`src/sv/polygon_plane_clipper_assert.svh`:
```
// Assertion macros shared by the polygon plane clipper RTL.
// Expects clk and rst_n in the scope of the module that uses them.
`ifndef POLYGON_PLANE_CLIPPER_ASSERT_SVH
`define POLYGON_PLANE_CLIPPER_ASSERT_SVH

// Same-cycle implication, disabled during reset.
`define PCL_ASSERT_IMP(label, ante, cons, msg) \
  label: assert property (@(posedge clk) disable iff (!rst_n) (ante) |-> (cons)) \
    else $error(msg);

// Next-cycle implication, disabled during reset.
`define PCL_ASSERT_NXT(label, ante, cons, msg) \
  label: assert property (@(posedge clk) disable iff (!rst_n) (ante) |=> (cons)) \
    else $error(msg);

`endif

```
`src/sv/pcl_pkg.sv`:
```
// Shared widths, register indexes, state types and status struct of the
// polygon plane clipper. No dependencies.
package pcl_pkg;

  localparam int COORD_BITS = 32;
  localparam int NRM_BITS   = 32;
  localparam int OFS_BITS   = 64;
  localparam int PT_BITS    = (COORD_BITS > 32) ? COORD_BITS : 32;
  localparam int PRD_BITS   = NRM_BITS + PT_BITS;
  // side value: offset plus three products, with headroom
  localparam int FW         = ((PRD_BITS + 2 > OFS_BITS) ? PRD_BITS + 2 : OFS_BITS) + 1;
  localparam int MAGW       = FW;
  localparam int DW         = COORD_BITS + 1;
  localparam int PW         = MAGW + DW;
  localparam int DCNT_W     = $clog2(DW);
  localparam int DATA_W     = ((3 * COORD_BITS + 7) / 8) * 8;
  localparam int CFG_IDX_W  = 3;
  localparam int CFG_DATA_W = 64;

  localparam logic [CFG_IDX_W-1:0] CFG_NORMAL_X = 3'd0;
  localparam logic [CFG_IDX_W-1:0] CFG_NORMAL_Y = 3'd1;
  localparam logic [CFG_IDX_W-1:0] CFG_NORMAL_Z = 3'd2;
  localparam logic [CFG_IDX_W-1:0] CFG_OFFSET   = 3'd3;
  localparam logic [CFG_IDX_W-1:0] CFG_REF_X    = 3'd4;
  localparam logic [CFG_IDX_W-1:0] CFG_REF_Y    = 3'd5;
  localparam logic [CFG_IDX_W-1:0] CFG_REF_Z    = 3'd6;

  typedef enum logic [3:0] {
    ST_IDLE,
    ST_SIDE_REF,
    ST_SIDE_S,
    ST_SIDE_P,
    ST_CLASSIFY,
    ST_CROSS_GO,
    ST_CROSS_WAIT,
    ST_EMIT_C,
    ST_EMIT_P,
    ST_NEXT,
    ST_EMIT_END
  } clip_state_t;

  typedef enum logic [1:0] {
    MD_IDLE,
    MD_MUL,
    MD_DIV,
    MD_DONE
  } md_state_t;

  typedef struct packed {
    logic busy;
    logic done;
  } md_stat_t;

endpackage

```
`src/sv/pcl_muldiv.sv`:
```
// Iterative unsigned multiply-then-divide unit: q = (a * m) / d, truncated.
// Depends on pcl_pkg. Requires a * m < d * 2^DW.
module pcl_muldiv (
  input  logic                      clk,
  input  logic                      rst_n,
  input  logic                      start,
  input  logic [pcl_pkg::MAGW-1:0]  a_in,
  input  logic [pcl_pkg::DW-1:0]    m_in,
  input  logic [pcl_pkg::MAGW-1:0]  d_in,
  output logic [pcl_pkg::DW-1:0]    q_out,
  output pcl_pkg::md_stat_t         stat
);

  pcl_pkg::md_state_t              state_r, state_nxt;
  logic [pcl_pkg::MAGW-1:0]        a_r, d_r;
  logic [pcl_pkg::DW-1:0]          m_r;
  logic [pcl_pkg::PW-1:0]          acc_r, mul_nxt, div_nxt;
  logic [pcl_pkg::DCNT_W-1:0]      cnt_r;
  logic [pcl_pkg::MAGW:0]          trial, trial_sub;
  logic                            ge, last;

  assign last = (cnt_r == pcl_pkg::DCNT_W'(pcl_pkg::DW - 1));

  // shift-add, one multiplier bit per cycle from the top
  assign mul_nxt = {acc_r[pcl_pkg::PW-2:0], 1'b0}
                 + (m_r[pcl_pkg::DW-1] ? pcl_pkg::PW'(a_r) : '0);

  // restoring division, one quotient bit per cycle
  assign trial     = {acc_r[pcl_pkg::PW-1:pcl_pkg::DW], acc_r[pcl_pkg::DW-1]};
  assign trial_sub = trial - {1'b0, d_r};
  assign ge        = (trial >= {1'b0, d_r});
  assign div_nxt   = {(ge ? trial_sub[pcl_pkg::MAGW-1:0] : trial[pcl_pkg::MAGW-1:0]),
                      acc_r[pcl_pkg::DW-2:0], ge};

  always_comb begin
    state_nxt = state_r;
    unique case (state_r)
      pcl_pkg::MD_IDLE: if (start) state_nxt = pcl_pkg::MD_MUL;
      pcl_pkg::MD_MUL:  if (last) state_nxt = pcl_pkg::MD_DIV;
      pcl_pkg::MD_DIV:  if (last) state_nxt = pcl_pkg::MD_DONE;
      pcl_pkg::MD_DONE: state_nxt = pcl_pkg::MD_IDLE;
      default:          state_nxt = pcl_pkg::MD_IDLE;
    endcase
  end

  always_comb begin
    stat.busy = (state_r != pcl_pkg::MD_IDLE);
    stat.done = (state_r == pcl_pkg::MD_DONE);
    q_out     = acc_r[pcl_pkg::DW-1:0];
  end

  always_ff @(posedge clk) begin
    if (!rst_n) begin
      state_r <= pcl_pkg::MD_IDLE;
      cnt_r   <= '0;
    end else begin
      state_r <= state_nxt;
      if (state_r == pcl_pkg::MD_IDLE || last) cnt_r <= '0;
      else                                    cnt_r <= cnt_r + 1'b1;
    end
  end

  always_ff @(posedge clk) begin
    unique case (state_r)
      pcl_pkg::MD_IDLE: begin
        if (start) begin
          a_r   <= a_in;
          m_r   <= m_in;
          d_r   <= d_in;
          acc_r <= '0;
        end
      end
      pcl_pkg::MD_MUL: begin
        acc_r <= mul_nxt;
        m_r   <= {m_r[pcl_pkg::DW-2:0], 1'b0};
      end
      pcl_pkg::MD_DIV:  acc_r <= div_nxt;
      pcl_pkg::MD_DONE: acc_r <= acc_r;
      default:          acc_r <= acc_r;
    endcase
  end

endmodule

```
`config.mk`:
```
export PLATFORM = sky130hd
export DESIGN_NAME = pcl_muldiv
export DESIGN_NICKNAME = d
export VERILOG_FILES = /design/src/sv/polygon_plane_clipper_assert.svh /design/src/sv/pcl_pkg.sv /design/src/sv/pcl_muldiv.sv
export SDC_FILE = /design/constraint.sdc
export NUM_CORES = 1
export LEC_CHECK = 0
export BUFFER_PORTS_ARGS = -buffer_cell sky130_fd_sc_hd__buf_2
export CELL_PAD_IN_SITES_DETAIL_PLACEMENT = 0
export CELL_PAD_IN_SITES_GLOBAL_PLACEMENT = 1
export CORE_AREA = 4 4 184 258
export CTS_CLUSTER_DIAMETER = 100
export DETAILED_ROUTE_END_ITERATION = 8
export DIE_AREA = 0 0 188 262
export MAX_ROUTING_LAYER = met4
export PLACE_DENSITY_LB_ADDON = 0.1
export SYNTH_ARGS = -nofsm -noshare
export SYNTH_HDL_FRONTEND = slang
export SYNTH_SLANG_ARGS = --single-unit
```
`constraint.sdc`:
```
create_clock -name clk -period 6.92 [get_ports clk]
set_input_delay 0.692 -clock clk [delete_from_list [all_inputs] [get_ports clk]]
set_output_delay 0.692 -clock clk [all_outputs]
set_load 0.005 [all_outputs]
```
==> out/qor.csv <==
stage;metric;value;unit
worst_hold_path;WHS Path Cells;1;
routing;drc violations;0;
floorplan;I/O pin count;205;
logic_synthesis;most frequent cells after synthesis;edfxtp_1 (267), a21oi_1 (193), nor2_1 (177);
grt;M1 GR Usage;27.6;%
grt;met3 global-route usage;2.92;%
power_and_ir_drop;maximum VDD drop;0.000245;V
clock_tree;TritonCTS Buffers;34;
clock_tree;CTS Sinks;275;
floorplan;Die X;188;um
layout;Area Growth Syn to Fin;11.3;%
critical_path;worst-path fanout max;13;
timing;fin crit period;5.05;ns
power_and_ir_drop;leakage power;9.37;nW
critical_path;r2r endpoint;acc_r[94];
critical_path;FF-to-FF Start;acc_r[51];
critical_path;worst-path cell chain;ha_1 -> nand4_1 -> nor2_1 -> nand3_1 -> a211o_1 -> o211ai_1 -> a21o_1 -> a211o_1 -> a21o_2 -> inv_2 -> nor2_1 -> nand2_1 -> nand3_1;
run_status;outcome;finished, final reports clean;
critical_path;WS Path Type;reg -> reg;
place;placed instance count;2806;
floorplan;Die Area;49300;um^2
clock_tree;htree depth;2;
floorplan;Die Ht;262;um
timing;setup TNS;0;ns
clock_tree;Skew-Pair Late Insertion Delay;0.56;ns
logic_synthesis;synthesized instance count;2127;
logic_synthesis;async set or reset register ratio after synthesis;0;%
layout;nets;2542;
power_and_ir_drop;switching share of power;46.4;%
power_and_ir_drop;sequential power share;27.3;%
layout;ratio of cells with drive above 1 in the final layout;14.9;%
critical_path;Worst Path Buf+Inv;1;
worst_hold_path;worst hold path startpoint;d_in[60];
power_and_ir_drop;internal power;6.01;mW
logic_synthesis;Synth area leaders;edfxtp_1 (40%), ha_1 (8.6%), a21oi_1 (4.8%);
routing;Antenna Violating Nets Remaining;0;
logic_synthesis;flops & latches, synth;275;
timing;Slew @ Worst Pin;1.26;ns
routing;DR iter-0 viols;1029;
logic_synthesis;synth unique cells;90;
timing;Worst slew margin;15.9;%
job;MaxCap Viol Count;0;
floorplan;Core Region;45000;um^2
critical_path;Worst Reg-to-Reg Cells;13;
logic_synthesis;cell area after synthesis;20100;um^2
timing;Max Freq;0.198;GHz
clock_tree;CTS clock-pin slew for the worst setup and hold paths;0.06;ns
critical_path;critical path arrival;5.46;ns
timing;Final period util;73.0;%
clock_tree;hold_buf cts;0;
routing;final WL;60100;um
grt;grt met2 use;44.3;%
clock_tree;Post CTS Setup Buffer Count;0;
logic_synthesis;dominant cell type by area after synthesis;edfxtp_1;
clock_tree;clk root buf;clkbuf_16;
logic_synthesis;synth warn;0;
timing;Final setup viols;0;
logic_synthesis;Post-synth EDFFs;267;
power_and_ir_drop;switching power;5.20;mW
layout;Fillers;4287;
critical_path;flop2flop setup slack;1.87;ns
floorplan;initial core utilization;44.7;%
grt;gr usage total;24.3;%
floorplan;Rows;92;
critical_path;Worst Path Required;7.33;ns
logic_synthesis;Main synth FF type;edfxtp_1;
routing;Avg WL per Cell;21.0;um
place;HPWL after DPL;45100;um
place;Final Wtd Congestion;0.892;
clock_tree;CTS resizes;0;
timing;Final Hold Vio Count;0;
timing;unrepaired setup endpoints after global routing;no;
timing;Fin Hold WS;0.304;ns
critical_path;CP Capture Type;register;
power_and_ir_drop;Clock Power Share;16.3;%
power_and_ir_drop;final total power;11.2;mW
logic_synthesis;Mapped Nets;2438;
place;placed cell areas;21300;um^2
grt;antenna violations before repair;1;
layout;fin cells;2867;
worst_hold_path;Hold EP;d_r[60];
timing;Slew Viols, Final;0;
clock_tree;Clock Tree Buf Depth;3;
grt;first-pass GRT wire length;92500;um
grt;Remaining Overflow, GRT;0;
critical_path;delay-heaviest family, CP;simple AND/OR/NAND/NOR gates;
logic_synthesis;count leader, synth;edfxtp_1;
power_and_ir_drop;P per Cell Area;500;nW/um^2
worst_hold_path;HP Class;in -> reg;
clock_tree;TritonCTS clock tree;done;
critical_path;type of origin of the critical path;register;
grt;routing layer with the top usage in global route;met2;
critical_path;CP peak stage delay;0.98;ns
grt;largest net degree at the start of global routing;63;
power_and_ir_drop;combinational share of power;56.4;%
logic_synthesis;syn_area_per_cell;9.46;um^2
routing;Pre-antenna DRT Iters;5;
place;port buffer count;204;
routing;DR vias/cell;5.78;
critical_path;Crit-path slowest cell;nor2_1;
grt;number of global-route vias before repair;16800;
logic_synthesis;Seq/Total Area, Yosys;40.6;%
layout;cell area after layout;22400;um^2
routing;vias;16600;
logic_synthesis;share of the synthesized area in the top cell type;39.8;%
timing;clock skew;0.0197;ns
per-stage QoR:
| step | worst slack [ns] | util [%] |
|---|---|---|
| after detailed placement | 1.88 | 47.3 |
| after floorplan | 1.39 | - |
| after CTS | 1.90 | 49.8 |
| final | 1.87 | 49.8 |
| after global routing | 1.60 | 49.8 |
| after global placement | 1.89 | 47.3 |
routing by layer:
| layer | vias to the layer above | routed length [um] |
|---|---|---|
| met5 | - | 0 |
| met4 | 0 | 2180 |
| met3 | 120 | 2590 |
| met2 | 452 | 31600 |
| met1 | 7983 | 23800 |
| li1 | 8022 | - |
final cells by class:
| type | instances | area, um^2 | area share (%) |
|---|---|---|---|
| multi-input cells | 1586 | 10800 | 48.2 |
| repair buffers | 216 | 1110 | 4.96 |
| clock buffers | 39 | 870 | 3.88 |
| clock inverters | 21 | 243 | 1.08 |
| diodes | 1 | 2.50 | 0.0112 |
| flip-flops and latches | 275 | 8180 | 36.5 |
| well taps | 611 | 764 | 3.41 |
| inverters | 118 | 443 | 1.98 |
how the worst max path moves through the flow:
stage	startpoint	endpoint	slack, ns	cells past startpoint
floorplan	state_r[0]	acc_r[0]	1.39	5
global placement	acc_r[51]	acc_r[94]	1.89	13
detailed placement	acc_r[51]	acc_r[94]	1.88	13
CTS	acc_r[51]	acc_r[94]	1.90	13
global route	acc_r[32]	acc_r[94]	1.60	16
finish	acc_r[51]	acc_r[94]	1.87	13
flip-flops by register name (all words and copies together), names as in the netlist:
register	cells
m_r	33
acc_r	100
a_r	67
d_r	67
state_r	2
cnt_r	6
placed cells by master (no fill, tap or decap), types with 6 or more instances in the layout:
cell type / count
nor3_1: 29
nand2_1: 145
buf_4: 12
a22oi_1: 34
nand3_1: 49
clkinv_1: 9
clkbuf_16: 34
o22ai_1: 22
nand2b_1: 12
o221ai_1: 6
a211oi_1: 10
o21bai_1: 33
and3_1: 10
buf_2: 204
nor2_1: 176
xnor2_1: 89
nand4_1: 57
mux2i_1: 30
o211ai_1: 20
a21boi_0: 9
o21ai_0: 69
or4_1: 7
a31oi_1: 21
ha_1: 137
o31ai_1: 7
nor4_1: 9
o21a_1: 15
a21oi_1: 193
inv_1: 115
edfxtp_1: 267
dfxtp_1: 8
xor2_1: 46
mux2_2: 32
nor2b_1: 15
or2_2: 6
or3_1: 10
o21ai_1: 36
and2_1: 77
a21o_1: 83
power by group through the flow:
| stage | clock network (mW) | logic, mW | registers [mW] |
|---|---|---|---|
| after floorplan | 0 | 4.84 | 2.91 |
| after global placement | 0 | 6.26 | 3.08 |
| after detailed placement | 0 | 6.26 | 3.08 |
| after CTS | 1.88 | 6.31 | 3.06 |
| after global routing | 1.94 | 6.94 | 3.12 |
| final | 1.83 | 6.33 | 3.06 |
cells by family (layout without fill, tap and decap cells):
| group | Yosys count | in the layout | synth area share (%) |
|---|---|---|---|
| AO/OA/AOI/OAI | 621 | 621 | 20.2 |
| multiplexers | 62 | 62 | 3.28 |
| buffers and inverters | 266 | 394 | 5.86 |
| other | 0 | 1 | 0 |
| flip-flops | 275 | 275 | 40.6 |
| adder cells (fa/ha/maj) | 141 | 141 | 8.84 |
| XOR/XNOR | 135 | 135 | 5.87 |
| AND/OR/NAND/NOR | 627 | 627 | 15.4 |
No activity file was read; power rests on OpenSTA's default activity.
